--- config.mk ---
export PLATFORM = sky130hd
export DESIGN_NAME = binary_to_roman_numeral
export DESIGN_NICKNAME = d
export VERILOG_FILES = /design/src/sv/b2r_pkg.sv /design/src/sv/b2r_seq.sv /design/src/sv/binary_to_roman_numeral.sv
export SDC_FILE = /design/constraint.sdc
export NUM_CORES = 1
export LEC_CHECK = 0
export BUFFER_PORTS_ARGS = -buffer_cell sky130_fd_sc_hd__buf_4
export CORE_ASPECT_RATIO = 1.2
export CORE_MARGIN = 4
export CORE_UTILIZATION = 25
export CTS_BUF_LIST = sky130_fd_sc_hd__clkbuf_16
export DETAILED_ROUTE_END_ITERATION = 8
export GPL_TIMING_DRIVEN = 0
export SETUP_SLACK_MARGIN = 0.02
export SLEW_MARGIN = 20
export SYNTH_ARGS = -nofsm -noshare
export SYNTH_HDL_FRONTEND = slang
export SYNTH_SLANG_ARGS = --single-unit
--- constraint.sdc ---
create_clock -name aclk -period 3.16 [get_ports aclk]
set_input_delay 0.158 -clock aclk [delete_from_list [all_inputs] [get_ports aclk]]
set_output_delay 0.158 -clock aclk [all_outputs]
set_load 0.01 [all_outputs]
--- src/sv/b2r_pkg.sv ---
// Package for the binary to Roman numeral converter.
// Holds field widths, the control word and emit types, and the microcode ROM.
// No dependencies.
package b2r_pkg;

    localparam int VALUE_W   = 12;
    localparam int SYM_W     = 7;
    localparam int WEIGHT_W  = 10;
    localparam int STEP_W    = 4;
    localparam int NUM_STEPS = 13;

    localparam logic [VALUE_W-1:0] MAX_VALUE = VALUE_W'(3999);

    // ASCII letters used in numerals.
    localparam logic [SYM_W-1:0] SYM_NONE = 7'h00;
    localparam logic [SYM_W-1:0] SYM_I    = 7'h49;
    localparam logic [SYM_W-1:0] SYM_V    = 7'h56;
    localparam logic [SYM_W-1:0] SYM_X    = 7'h58;
    localparam logic [SYM_W-1:0] SYM_L    = 7'h4C;
    localparam logic [SYM_W-1:0] SYM_C    = 7'h43;
    localparam logic [SYM_W-1:0] SYM_D    = 7'h44;
    localparam logic [SYM_W-1:0] SYM_M    = 7'h4D;

    // One control word per sequencer step.
    typedef struct packed {
        logic [WEIGHT_W-1:0] weight;     // value subtracted on a match
        logic [SYM_W-1:0]    first;      // letter emitted on a match
        logic [SYM_W-1:0]    second;     // second letter of a two-letter entry
        logic                has_second; // entry emits two letters
        logic [STEP_W-1:0]   next_step;  // jump target when no match
        logic                end_prog;   // no match here ends the program
    } ucode_t;

    // One character offered by the sequencer.
    typedef struct packed {
        logic             valid;
        logic [SYM_W-1:0] symbol;
        logic             last;
        logic             error;
    } emit_t;

    // Microcode ROM, one entry per table weight in descending order.
    function automatic ucode_t ucode_rom(input logic [STEP_W-1:0] step);
        ucode_t uc;
        uc = '0;
        unique case (step)
            4'd0:  uc = '{10'd1000, SYM_M, SYM_NONE, 1'b0, 4'd1,  1'b0};
            4'd1:  uc = '{10'd900,  SYM_C, SYM_M,    1'b1, 4'd2,  1'b0};
            4'd2:  uc = '{10'd500,  SYM_D, SYM_NONE, 1'b0, 4'd3,  1'b0};
            4'd3:  uc = '{10'd400,  SYM_C, SYM_D,    1'b1, 4'd4,  1'b0};
            4'd4:  uc = '{10'd100,  SYM_C, SYM_NONE, 1'b0, 4'd5,  1'b0};
            4'd5:  uc = '{10'd90,   SYM_X, SYM_C,    1'b1, 4'd6,  1'b0};
            4'd6:  uc = '{10'd50,   SYM_L, SYM_NONE, 1'b0, 4'd7,  1'b0};
            4'd7:  uc = '{10'd40,   SYM_X, SYM_L,    1'b1, 4'd8,  1'b0};
            4'd8:  uc = '{10'd10,   SYM_X, SYM_NONE, 1'b0, 4'd9,  1'b0};
            4'd9:  uc = '{10'd9,    SYM_I, SYM_X,    1'b1, 4'd10, 1'b0};
            4'd10: uc = '{10'd5,    SYM_V, SYM_NONE, 1'b0, 4'd11, 1'b0};
            4'd11: uc = '{10'd4,    SYM_I, SYM_V,    1'b1, 4'd12, 1'b0};
            4'd12: uc = '{10'd1,    SYM_I, SYM_NONE, 1'b0, 4'd12, 1'b1};
            default: uc = '{10'd1,  SYM_I, SYM_NONE, 1'b0, 4'd12, 1'b1};
        endcase
        return uc;
    endfunction

endpackage

--- src/sv/b2r_seq.sv ---
// Microcoded sequencer and datapath of the Roman numeral converter.
// Steps through the control ROM of b2r_pkg and offers one character at a time.
// Depends on b2r_pkg.
module b2r_seq (
    input  logic                         aclk,
    input  logic                         aresetn,
    input  logic                         load,
    input  logic [b2r_pkg::VALUE_W-1:0]  value,
    input  logic                         out_free,
    output logic                         busy,
    output b2r_pkg::emit_t               emit
);
    import b2r_pkg::*;

    logic [VALUE_W-1:0] remainder_reg, remainder_next;
    logic [STEP_W-1:0]  step_reg, step_next;
    logic               pending_reg, pending_next;
    logic               busy_reg, busy_next;
    logic               error_reg, error_next;

    ucode_t             uc;
    logic [VALUE_W-1:0] weight_ext;
    logic [VALUE_W-1:0] diff;
    logic               match;
    logic               done_after;

    // Fetch the control word and run the single compare and subtract.
    always_comb begin
        uc         = ucode_rom(step_reg);
        weight_ext = {{(VALUE_W-WEIGHT_W){1'b0}}, uc.weight};
        match      = (remainder_reg >= weight_ext);
        diff       = remainder_reg - weight_ext;
        done_after = (diff == '0) && !uc.has_second;
    end

    // Sequencer next state and the character offered this cycle.
    always_comb begin
        remainder_next = remainder_reg;
        step_next      = step_reg;
        pending_next   = pending_reg;
        busy_next      = busy_reg;
        error_next     = error_reg;
        emit           = '0;
        if (!busy_reg) begin
            if (load) begin
                remainder_next = value;
                step_next      = '0;
                pending_next   = 1'b0;
                busy_next      = 1'b1;
                error_next     = (value == '0) || (value > MAX_VALUE);
            end
        end else if (error_reg) begin
            emit = '{1'b1, SYM_NONE, 1'b1, 1'b1};
            if (out_free) begin
                busy_next = 1'b0;
            end
        end else if (pending_reg) begin
            emit = '{1'b1, uc.second, (remainder_reg == '0), 1'b0};
            if (out_free) begin
                pending_next = 1'b0;
                busy_next    = (remainder_reg != '0);
            end
        end else if (match) begin
            emit = '{1'b1, uc.first, done_after, 1'b0};
            if (out_free) begin
                remainder_next = diff;
                pending_next   = uc.has_second;
                busy_next      = !done_after;
            end
        end else begin
            // Conditional jump to the next smaller weight, or end of the program on the last step.
            step_next = uc.next_step;
            busy_next = !uc.end_prog;
        end
    end

    // State registers.
    always_ff @(posedge aclk) begin
        if (!aresetn) begin
            remainder_reg <= '0;
            step_reg      <= '0;
            pending_reg   <= 1'b0;
            busy_reg      <= 1'b0;
            error_reg     <= 1'b0;
        end else begin
            remainder_reg <= remainder_next;
            step_reg      <= step_next;
            pending_reg   <= pending_next;
            busy_reg      <= busy_next;
            error_reg     <= error_next;
        end
    end

    assign busy = busy_reg;

endmodule

--- src/sv/binary_to_roman_numeral.sv ---
// Top level of the binary to Roman numeral converter.
// Stream ports, output register and checks; depends on b2r_pkg and b2r_seq.
//
// Usage: each word on the slave channel carries one value in s_tdata[11:0].
// The block answers with the Roman numeral, one ASCII letter per master word
// in m_tdata[6:0]; m_tlast marks the final letter. A value of 0 or above 3999
// gives one word with m_tdata = 0, m_tuser = 1 and m_tlast = 1.
// Operation: a taken value is loaded into a microcoded sequencer, which then
// runs one step per cycle. Each step either emits a letter or jumps past a
// table weight that is too large; a step that emits a letter waits while the
// output register is not free. The first letter passes through the sequencer
// state registers and the output register before it appears at m_tvalid.
// The next value is taken once the last letter of the current one has entered
// the output register, even while that letter still waits there.
// A stall on m_tready holds the output register and freezes the sequencer at
// its next letter; jumps past weights that are too large still go on.
// Reset (aresetn low, synchronous) drops any conversion in flight and empties
// the output register.
module binary_to_roman_numeral (
    input  logic        aclk,
    input  logic        aresetn,
    input  logic        s_tvalid,
    output logic        s_tready,
    input  logic [15:0] s_tdata,   // [11:0] value, [15:12] zero
    output logic        m_tvalid,
    input  logic        m_tready,
    output logic [7:0]  m_tdata,   // [6:0] symbol, [7] zero
    output logic        m_tlast,
    output logic        m_tuser    // [0] error
);
    import b2r_pkg::*;

    logic             busy;
    logic             out_free;
    emit_t            emit;
    logic             m_tvalid_reg;
    logic [SYM_W-1:0] symbol_reg;
    logic             last_reg;
    logic             error_reg;

    // Output register is free when empty or being taken.
    assign out_free = !m_tvalid_reg || m_tready;
    assign s_tready = !busy;

    b2r_seq u_seq (
        .aclk     (aclk),
        .aresetn  (aresetn),
        .load     (s_tvalid && s_tready),
        .value    (s_tdata[VALUE_W-1:0]),
        .out_free (out_free),
        .busy     (busy),
        .emit     (emit)
    );

    // Output register.
    always_ff @(posedge aclk) begin
        if (!aresetn) begin
            m_tvalid_reg <= 1'b0;
        end else if (out_free) begin
            m_tvalid_reg <= emit.valid;
        end
    end

    always_ff @(posedge aclk) begin
        if (out_free && emit.valid) begin
            symbol_reg <= emit.symbol;
            last_reg   <= emit.last;
            error_reg  <= emit.error;
        end
    end

    assign m_tvalid = m_tvalid_reg;
    assign m_tdata  = {1'b0, symbol_reg};
    assign m_tlast  = last_reg;
    assign m_tuser  = error_reg;

    // An error word is a lone word with no letter.
    a_error_lone: assert property (@(posedge aclk) disable iff (!aresetn)
        m_tvalid && m_tuser |-> m_tlast && (m_tdata == 8'h00))
        else $error("error word is not a lone empty word");

    // Every normal word carries a letter.
    a_letter: assert property (@(posedge aclk) disable iff (!aresetn)
        m_tvalid && !m_tuser |-> (m_tdata[6:0] != 7'h00))
        else $error("normal word without a letter");

    // A taken value always starts a conversion.
    a_busy_after_load: assert property (@(posedge aclk) disable iff (!aresetn)
        s_tvalid && s_tready |=> !s_tready)
        else $error("input ready right after a value was taken");

    // A new word never appears when the sequencer is idle and was idle, with no value offered, in the previous cycle.
    a_no_word_idle: assert property (@(posedge aclk) disable iff (!aresetn)
        s_tready && !$past(busy) && !($past(s_tvalid)) |-> !(m_tvalid && !$past(m_tvalid)))
        else $error("word appeared with no conversion running");

endmodule
==> results of run 1 <==
==> cell families (layout without fill, tap and decap cells) <==
group / count (synthesis) / after routing
flip-flops: 53 / 53
XOR/XNOR: 7 / 7
multiplexers: 20 / 20
other: 1 / 2
adder cells (fa/ha/maj): 15 / 15
buffers and inverters: 39 / 77
AND/OR/NAND/NOR: 129 / 129
AO/OA/AOI/OAI: 76 / 76
==> cell type report <==
cell class                 count  area, um^2
tap                          161       201.4
timing repair buffer          30       225.2
buffer                        15       132.6
fill                        1302        8384
clock buffer                   5       125.1
clock inverter                 3       46.29
multi-input combinational    249        1762
inverter                      24       92.59
sequential                    53        1142
==> routing by layer <==
metal  global-route usage (%)  part of all wire [%]  up-vias
li1                         -                     -     1301
met1                    14.33                    41     1289
met2                    21.85                    52       55
met3                    2.078                   4.4       18
met4                    4.329                   2.6        0
met5                        0                     0        -
==> repair_timing <==
item	CTS	global route
hold buffers	0	0
endpoints found under the setup margin	5	13
gates resized for setup	1	3
buffers inserted	0	5
pin swaps	0	1
==> power by group through the flow <==
stage          clock network [W]  registers (W)  logic, W
2_1_floorplan                  0       0.000769  0.000308
3_3_place_gp                   0       0.000776  0.000414
3_5_place_dp                   0       0.000777  0.000423
4_1_cts                 0.000640       0.000762  0.000425
5_1_grt                 0.000667       0.000767  0.000493
6_report                0.000626       0.000762  0.000445
==> cell usage after synthesis (6+ instances only) <==
cell	count
inv_1	19
nor2b_1	7
mux2i_1	14
nor2_1	38
a21oi_1	22
nor3_1	8
xnor2_1	6
a211oi_1	8
nor4_1	6
nand2b_1	10
nand3_1	11
edfxtp_1	8
dfxtp_1	45
ha_1	14
nand2_1	23
o21ai_0	6
==> worst paths after layout <==
path	start	endpoint	slack, ns	cells past startpoint
max reg2reg	u_seq.uc[27]	u_seq.uc[22]	0.20	11
min reg2reg	u_seq.remainder_reg[3]	u_seq.remainder_reg[3]	0.53	2
max	u_seq.uc[27]	u_seq.uc[22]	0.20	11
min	s_tdata[6]	u_seq.remainder_reg[6]	0.17	3
==> critical path, cell delays in order, from the launching register on <==
cell      delay [ns]
dfxtp_1         0.31
inv_1           0.05
ha_1            0.36
nand4_1         0.21
or4_4           0.58
nand3_4         0.14
buf_12          0.16
mux2i_4         0.28
buf_6           0.18
ha_1            0.26
inv_1           0.14
o211ai_1        0.15
==> metrics by stage <==
step                      instance area (um^2)  util (%)  power [W]  instances
after floorplan                           3109         -   0.001078        341
after global placement                    3498     28.88   0.001190        527
after detailed placement                  3498     28.88   0.001199        527
after CTS                                 3674     30.33   0.001826        535
after global routing                      3727     30.77   0.001926        540
final                                     3727     30.77   0.001833        540
==> results.rst, run 1 <==
.. list-table::
   :header-rows: 1

   * - Metric
     - Value
   * - Yosys reg bits
     - 53
   * - Power share of the sequential group
     - 41.6%
   * - Type of the tightest min-delay check
     - input port to flip-flop
   * - Highest ir drop seen on vdd
     - 209.8 uV
   * - Area enclosed by the die boundary
     - 14280 um^2
   * - Total DRC errors in the routed layout
     - 0
   * - Largest net degree at the start of global routing
     - 18
   * - Count of inserted antenna diode cells
     - 0
   * - 1st-iter DRT viols
     - 168
   * - Power density of the placed cells
     - 491.7 nW/um^2
   * - Post-detailed-placement half-perimeter wirelength
     - 6348 um
   * - Syn avg cell area
     - 9.134 um^2
   * - Fraction of the mapped netlist area in adder cells
     - 6.285%
   * - Max cap viols
     - 0
   * - Max H-tree Level
     - 2
   * - Number of buffers inserted by port buffering
     - 25
   * - Largest register FFs
     - 25
   * - Commonest cells after routing, fill and taps aside
     - dfxtp_1, nor2_1, buf_4
   * - Drt via density
     - 4.931
   * - Setup TNS
     - 0 ns
   * - Period Utilization, post-route
     - 93.74%
   * - Static leakage
     - 1.532 nW
   * - Clock-pin transition on the worst setup and hold timing paths
     - 0.07 ns
   * - Post-synthesis sequential area ratio
     - 36.74%
   * - Final Net Count
     - 413
   * - Top FF cell, synth
     - dfxtp_1
   * - Synthesized-area fraction occupied by ao, oa, aoi and oai cells
     - 17.65%
   * - RSZ-0062 raised after global routing
     - false
   * - Crit path setup slack, layout
     - 0.1977 ns
   * - Via Count
     - 2663
   * - Critical Path AT
     - 3.12 ns
   * - Switching portion of total power
     - 29.31%
   * - Total CTS buffers
     - 5
   * - Top cells by area in the synthesized netlist
     - dfxtp_1, edfxtp_1, ha_1
   * - Wire length per cell
     - 15.26 um
   * - Type of destination of the critical path
     - flip-flop
   * - Summed instance area of the synthesized netlist
     - 3105 um^2
   * - Ports placed on the boundary
     - 32
   * - Standard-cell row count
     - 44
   * - GRT Residual Overflow
     - 0
   * - Most frequent standard cell in the layout excluding fill and tap cells
     - dfxtp_1
   * - Relative contribution of combinational cells to total power
     - 24.3%
   * - Async set-or-reset flop fraction in the synthesized netlist
     - 0%
   * - Unique masters post-synth
     - 78
   * - Count of flip-flops with a built-in enable after synthesis
     - 8
   * - Horiz. Die Dim
     - 109.7 um
   * - Place WS
     - -0.05404 ns
   * - Setup violation total in the final timing report
     - 0
   * - XOR/XNOR share of the synthesized area
     - 1.974%
   * - Area fraction in and, or, nand and nor cells after synthesis
     - 22.24%
   * - Number of global-route vias before repair
     - 2746
   * - Total internal power
     - 0.001296 W
   * - Maximum buffer depth of the clock tree
     - 2
   * - Fraction of layout cells with a size suffix above 1
     - 20.32%
   * - Worst path required time
     - 3.32 ns
   * - Worst-margin pin slew
     - 0.6727 ns
   * - Count of final max-slew check failures
     - 0
   * - Combined global-route utilization of all metal layers
     - 12.12%
   * - Top achievable clock speed
     - 337.6 MHz
   * - Multiplexer share of the synthesized area
     - 7.736%
   * - Root buffer cell
     - clkbuf_16
   * - Antenna violations before repair
     - 0
   * - Switching component of the power
     - 0.0005372 W
   * - Largest family of logic cells by synthesized area
     - simple AND/OR/NAND/NOR gates
   * - Detailed-router iteration count before antenna repair
     - 4
   * - Cell taking the most area after synthesis
     - dfxtp_1
   * - Clock Sink Count
     - 53
   * - Die H
     - 130.1 um
   * - Clock network latency to the later pin of the worst-skew pair
     - 0.29 ns
   * - Run status
     - finished, final reports clean
   * - Final weighted congestion in routability-driven placement
     - 0.8913
   * - Relative area change from synthesis to final layout
     - 20.02%
   * - Final hold vios
     - 0
   * - Standard cell core area
     - 12110 um^2
   * - Largest fanout on the critical path
     - 11
   * - Worst Path Class, Setup
     - flip-flop to flip-flop
   * - Post-Route Skew
     - 0.006611 ns
   * - Starting density of the core
     - 25.64%
   * - Remaining antenna violation count
     - 0
   * - Final min period
     - 2.962 ns
   * - Top-area cell type share of the netlist area
     - 29.01%
   * - Worst relative slew slack
     - 53.87%
   * - Instance count of the mapped netlist
     - 340
   * - Element type at the critical path start
     - flip-flop
   * - Global-route wire length before repair
     - 13500 um
   * - Hold Slack
     - 0.1666 ns
   * - Clock tree from TritonCTS
     - built
   * - Total wire length
     - 8243 um
   * - Clock share of power
     - 34.2%
   * - Count of warnings emitted by yosys
     - 0
No activity file was read; power rests on OpenSTA's default activity.
==> run 2, diff against run 1 <==
--- a/config.mk
+++ b/config.mk
@@ -12,6 +12,7 @@
 export CTS_BUF_LIST = sky130_fd_sc_hd__clkbuf_16
 export DETAILED_ROUTE_END_ITERATION = 8
 export GPL_TIMING_DRIVEN = 0
+export PLACE_DENSITY = 0.39
 export SETUP_SLACK_MARGIN = 0.02
 export SLEW_MARGIN = 20
 export SYNTH_ARGS = -nofsm -noshare
==> results.rst, run 2 (same netlist as run 1, synthesis figures left out) <==
.. list-table::
   :header-rows: 1

   * - Metric
     - Value
   * - Run status
     - finished, final reports clean
   * - Clock tree from TritonCTS
     - built
   * - Type of destination of the critical path
     - flip-flop
   * - Detailed-router iteration count before antenna repair
     - 4
   * - Period Utilization, post-route
     - 94.82%
   * - Root buffer cell
     - clkbuf_16
   * - Number of buffers inserted by port buffering
     - 25
   * - Total wire length
     - 9146 um
   * - 1st-iter DRT viols
     - 91
   * - Count of inserted antenna diode cells
     - 0
   * - Standard-cell row count
     - 44
   * - Final weighted congestion in routability-driven placement
     - 0.8300
   * - Drt via density
     - 4.801
   * - Remaining antenna violation count
     - 0
   * - Combined global-route utilization of all metal layers
     - 13.34%
   * - Fraction of layout cells with a size suffix above 1
     - 21.20%
   * - Total DRC errors in the routed layout
     - 0
   * - Final Net Count
     - 416
   * - Wire length per cell
     - 16.84 um
   * - Setup violation total in the final timing report
     - 0
   * - Via Count
     - 2607
   * - Global-route wire length before repair
     - 14500 um
   * - Horiz. Die Dim
     - 109.7 um
   * - Top achievable clock speed
     - 333.7 MHz
   * - Worst path bufs/invs
     - 3
   * - Max cap viols
     - 0
   * - Reg2reg setup slack
     - 0.16 ns
   * - Final hold vios
     - 0
   * - Starting density of the core
     - 25.64%
   * - Launch point of the critical path
     - u_seq.uc[27]
   * - Post-Route Skew
     - 0.006374 ns
   * - Type of the tightest min-delay check
     - input port to flip-flop
   * - Most used cell, CP
     - ha_1
   * - Clock Sink Count
     - 53
   * - Number of logic stages on the critical path including buffering
     - 11
   * - Worst setup path end
     - u_seq.uc[21]
   * - Max H-tree Level
     - 2
   * - Area enclosed by the die boundary
     - 14280 um^2
   * - Worst reg2reg path startpoint
     - u_seq.uc[27]
   * - Antenna violations before repair
     - 0
   * - Final min period
     - 2.996 ns
   * - Critical Path AT
     - 3.15 ns
   * - Count of final max-slew check failures
     - 0
   * - RR Endpoint
     - u_seq.uc[21]
   * - Total CTS buffers
     - 5
   * - Ports placed on the boundary
     - 32
   * - Maximum buffer depth of the clock tree
     - 2
   * - Hold buffers post-CTS
     - 0
   * - Power density of the placed cells
     - 493.9 nW/um^2
   * - Commonest cells after routing, fill and taps aside
     - dfxtp_1, nor2_1, buf_4
   * - RSZ-0062 raised after global routing
     - false
   * - Largest net degree at the start of global routing
     - 18
   * - Die H
     - 130.1 um
   * - Relative area change from synthesis to final layout
     - 20.83%
   * - Worst relative slew slack
     - 50.28%
   * - Largest fanout on the critical path
     - 10
   * - Critical path's top delay family
     - simple AND/OR/NAND/NOR gates
   * - Crit path setup slack, layout
     - 0.1636 ns
   * - Worst Path Class, Setup
     - flip-flop to flip-flop
   * - Hold Slack
     - 0.1650 ns
   * - Most frequent standard cell in the layout excluding fill and tap cells
     - dfxtp_1
   * - Worst path required time
     - 3.31 ns
   * - Worst-path cell chain
     - inv_1 > ha_1 > nand4_1 > or4_4 > nand3_4 > buf_12 > mux2i_4 > buf_6 > ha_1 > a22oi_1 > nor2_1
   * - Delay contributed by the slowest stage of the critical path
     - 0.57 ns
   * - Largest register FFs
     - 25
   * - Number of global-route vias before repair
     - 2654
   * - Clock network latency to the later pin of the worst-skew pair
     - 0.29 ns
   * - Highest ir drop seen on vdd
     - 250.0 uV
   * - Element type at the critical path start
     - flip-flop
   * - Post-detailed-placement half-perimeter wirelength
     - 7013 um
   * - Worst-path cell with the longest stage delay
     - or4_4
   * - Finished Cell Area
     - 3752 um^2
   * - Worst-margin pin slew
     - 0.7458 ns
   * - Place WS
     - -0.1706 ns
   * - Reg2Reg Depth
     - 11
   * - Static leakage
     - 1.543 nW
   * - Standard cell core area
     - 12110 um^2
   * - Placed Area
     - 3498 um^2
   * - GRT Residual Overflow
     - 0
   * - Clock-pin transition on the worst setup and hold timing paths
     - 0.08 ns
   * - Total Power
     - 0.001853 W
## run 2: cell count changes in the layout (fill, tap and decap cells not counted), sizes merged
cell	previous run	this run
buf	40	43
## run 2: layout make-up
type	count	area (um^2)
multi-input cells	249	1765
repair buffers	33	247.7
inverters	24	92.59
fillers	1319	8359
flip-flops and latches	53	1141
clock buffers	5	125.1
well taps	161	201.4
plain buffers	15	132.6
clock inverters	3	46.29
## run 2: repair_timing
item,4_1_cts,5_1_grt
setup buffers,1,7
endpoints found under the setup margin,17,4
pin swaps,1,1
gates resized for setup,3,2
## run 2: how the worst min path moves through the flow
stage | cells after the start | to | startpoint
after floorplan | 2 | u_seq.remainder_reg[9] | s_tdata[9]
after global placement | 3 | u_seq.remainder_reg[6] | s_tdata[6]
after detailed placement | 3 | u_seq.remainder_reg[9] | s_tdata[9]
after CTS | 3 | u_seq.remainder_reg[9] | s_tdata[9]
after global routing | 3 | u_seq.remainder_reg[6] | s_tdata[6]
final | 3 | u_seq.remainder_reg[9] | s_tdata[9]
## run 2: per-layer routing
layer | global-route usage, % | vias to the layer above | share of wire, %
met3 | 1.979 | 12 | 2.8
met5 | 0 | - | 0
met4 | 3.668 | 0 | 1.6
met2 | 23.75 | 48 | 51
li1 | - | 1307 | -
met1 | 16.65 | 1240 | 45
## run 2: stage by stage
step | TNS (ns) | util, % | cells
final | 0 | 30.98 | 543
after global routing | 0 | 30.98 | 543
after CTS | 0 | 30.45 | 536
after detailed placement | -0.5700 | 28.88 | 527
after global placement | -0.8872 | 28.88 | 527
after floorplan | 0 | - | 341
## run 2: where the power goes
group          total, W  internal (W)  leakage (nW)  switching (W)
clock network  0.000641      0.000376        0.0800       0.000265
registers      0.000761      0.000731         0.444      0.0000301
logic          0.000451      0.000188          1.02       0.000263
## run 2: worst min-delay path, cell delays in order
cell	delay, ns
buf_4	0.12
nand2_1	0.06
a31oi_1	0.08
==> run 3, diff against run 2 <==
--- a/config.mk
+++ b/config.mk
@@ -17,4 +17,5 @@
 export SLEW_MARGIN = 20
 export SYNTH_ARGS = -nofsm -noshare
 export SYNTH_HDL_FRONTEND = slang
+export SYNTH_HIERARCHICAL = 1
 export SYNTH_SLANG_ARGS = --single-unit
==> results.rst, run 3 <==
.. list-table::
   :header-rows: 1

   * - Metric
     - Value
   * - Maximum buffer depth of the clock tree
     - 2
   * - Count of final max-slew check failures
     - 0
   * - Number of global-route vias before repair
     - 2994
   * - Worst reg2reg path startpoint
     - u_seq/remainder_reg[0]
   * - Placed Area
     - 3652 um^2
   * - Most common cell in the synthesized netlist
     - dfxtp_1
   * - Summed instance area of the synthesized netlist
     - 3252 um^2
   * - Clock-pin transition on the worst setup and hold timing paths
     - 0.07 ns
   * - Standard-cell row count
     - 45
   * - Run status
     - finished, final reports clean
   * - Ports placed on the boundary
     - 32
   * - Count of flip-flops with a built-in enable after synthesis
     - 9
   * - Post-detailed-placement half-perimeter wirelength
     - 7789 um
   * - Crit path setup slack, layout
     - 0.09581 ns
   * - Detailed-router iteration count before antenna repair
     - 4
   * - Antenna violations before repair
     - 0
   * - Worst Path Class, Setup
     - flip-flop to flip-flop
   * - Yosys reg bits
     - 54
   * - Final weighted congestion in routability-driven placement
     - 0.8681
   * - Reg2reg setup slack
     - 0.1 ns
   * - Instance count along the most critical hold path
     - 2
   * - Type of the tightest min-delay check
     - input port to flip-flop
   * - Relative area change from synthesis to final layout
     - 24.43%
   * - Post-Route Skew
     - 0.005599 ns
   * - Largest fanout on the critical path
     - 5
   * - Final min period
     - 3.064 ns
   * - Power density of the placed cells
     - 623.2 nW/um^2
   * - Setup TNS
     - 0 ns
   * - Area fraction in and, or, nand and nor cells after synthesis
     - 23.20%
   * - Largest register FFs
     - 25
   * - XOR/XNOR share of the synthesized area
     - 0.8080%
   * - Total wire length
     - 10260 um
   * - Total CTS buffers
     - 5
   * - Worst relative slew slack
     - 48.39%
   * - Top cells by area in the synthesized netlist
     - dfxtp_1, edfxtp_1, ha_1
   * - Root buffer cell
     - clkbuf_16
   * - Setup violation total in the final timing report
     - 0
   * - Syn avg cell area
     - 8.718 um^2
   * - Total nets after synthesis
     - 408
   * - Horiz. Die Dim
     - 112.1 um
   * - RSZ-0062 raised after global routing
     - false
   * - Via Count
     - 2972
   * - Top FF cell, synth
     - dfxtp_1
   * - Worst-margin pin slew
     - 0.7705 ns
   * - Most frequent standard cell in the layout excluding fill and tap cells
     - dfxtp_1
   * - Fill cell instance count of the final layout
     - 1371
   * - Unique masters post-synth
     - 76
   * - Finished Cell Area
     - 4046 um^2
   * - Largest net degree at the start of global routing
     - 18
   * - Fraction of the mapped netlist area in adder cells
     - 6.002%
   * - Cell taking the most area after synthesis
     - dfxtp_1
   * - Global-route wire length before repair
     - 16240 um
   * - Highest ir drop seen on vdd
     - 269.0 uV
   * - Starting density of the core
     - 25.56%
   * - Drt via density
     - 5.063
   * - Multiplexer share of the synthesized area
     - 5.233%
   * - Top-area cell type share of the netlist area
     - 27.70%
   * - Total DRC errors in the routed layout
     - 0
   * - GRT Residual Overflow
     - 0
   * - Clock tree from TritonCTS
     - built
   * - Instance count of the mapped netlist
     - 373
   * - Final Net Count
     - 457
   * - Number of buffers inserted by port buffering
     - 26
   * - Top achievable clock speed
     - 326.4 MHz
   * - Reg2Reg Depth
     - 10
   * - Static leakage
     - 1.589 nW
   * - Count of inserted antenna diode cells
     - 0
   * - Combined global-route utilization of all metal layers
     - 13.82%
   * - Worst path required time
     - 3.35 ns
   * - Hold Crit Start
     - aresetn
   * - Critical Path AT
     - 3.25 ns
   * - Largest family of logic cells by synthesized area
     - simple AND/OR/NAND/NOR gates
   * - Clock network latency to the later pin of the worst-skew pair
     - 0.29 ns
   * - Commonest cells after routing, fill and taps aside
     - dfxtp_1, buf_4, nor2_1
   * - Period Utilization, post-route
     - 96.97%
   * - Synthesized-area fraction occupied by ao, oa, aoi and oai cells
     - 22.55%
   * - Area enclosed by the die boundary
     - 14900 um^2
   * - Clock Sink Count
     - 54
   * - Element type at the critical path start
     - flip-flop
   * - Remaining antenna violation count
     - 0
   * - Fraction of layout cells with a size suffix above 1
     - 21.04%
   * - Type of destination of the critical path
     - flip-flop
   * - Final hold vios
     - 0
   * - Count of warnings emitted by yosys
     - 6
   * - Place WS
     - -0.6290 ns
   * - Standard cell core area
     - 12720 um^2
   * - Max H-tree Level
     - 2
   * - Wire length per cell
     - 17.49 um
   * - Max cap viols
     - 0
   * - Total Power
     - 0.002522 W
   * - Worst Hold Endpoint
     - m_tvalid
   * - RR Endpoint
     - u_seq/uc[8]
   * - Async set-or-reset flop fraction in the synthesized netlist
     - 0%
   * - 1st-iter DRT viols
     - 193
   * - Post-synthesis sequential area ratio
     - 36.01%
   * - Die H
     - 132.9 um
   * - Launch point of the critical path
     - u_seq/remainder_reg[0]
   * - Leading post-synthesis cells by instance count
     - dfxtp_1, nor2_1, inv_1
==> run 3: how the worst max path moves through the flow <==
stage,end,slack (ns),cells after the start
floorplan,u_seq/uc[15],0.12,12
global placement,u_seq/uc[15],-0.64,12
detailed placement,u_seq/uc[15],-0.63,12
CTS,m_tlast,0.02,9
global route,u_seq/uc[8],0.03,10
finish,u_seq/uc[8],0.1,10
==> run 3: critical path, cell delays in order (launching register included) <==
cell and delay, ns:
dfxtp_1 0.34, inv_1 0.07, ha_1 0.23, fa_2 0.36
and2b_2 0.26, o22ai_4 0.09, a211o_2 0.39, nand3_4 0.15
mux2_4 0.34, or4_4 0.56, nor3b_2 0.17
==> run 3: routing by layer <==
metal  GRT usage (%)  routed length (um)  vias to the layer above  part of all wire [%]
met5               0                   0                        -                     0
met4           5.411                 207                        0                   2.0
met3           2.333                 355                       12                   3.5
met2           23.76                5228                       66                    51
met1           17.12                4473                     1423                    44
li1                -                   -                     1471                     -
==> run 3: cells by family (layout without fill, tap and decap cells) <==
kind of cell / Yosys count / count (layout)
compound gates: 99 / 99
xor+xnor: 3 / 3
fa+ha+maj: 15 / 15
buf+inv: 48 / 98
flops: 54 / 54
mux: 15 / 15
other cells: 2 / 2
simple gates: 137 / 137
==> run 3: metrics by stage <==
stage	instances	hold WS (ns)	utilization (%)
finish	587	0.1161	31.80
global route	587	0.1140	31.80
CTS	577	0.1117	30.89
detailed placement	563	0.4316	28.70
global placement	563	0.4248	28.70
floorplan	373	0.3077	-
==> run 3: timing repair <==
action                                  in CTS  in global routing
endpoints found under the setup margin      27                 17
buffers inserted                             6                 10
pin swaps                                    1                  3
resized for setup                           11                 10
hold buffers                                 0                  0
==> run 3: report_power, final <==
| part | internal, W | switching (W) |
|---|---|---|
| Sequential | 0.000797 | 0.0000638 |
| Clock | 0.000375 | 0.000261 |
| Combinational | 0.000422 | 0.000603 |
==> run 3: layout make-up <==
| cell class | instances | area, um^2 | share of cell area, % |
|---|---|---|---|
| plain buffers | 17 | 83.83 | 2.072 |
| clock buffers | 5 | 125.1 | 3.092 |
| clock inverters | 3 | 42.54 | 1.051 |
| inverters | 31 | 116.4 | 2.876 |
| multi-input cells | 271 | 1962 | 48.48 |
| flip-flops and latches | 54 | 1171 | 28.94 |
| well taps | 164 | 205.2 | 5.071 |
| repair buffers | 42 | 340.3 | 8.411 |
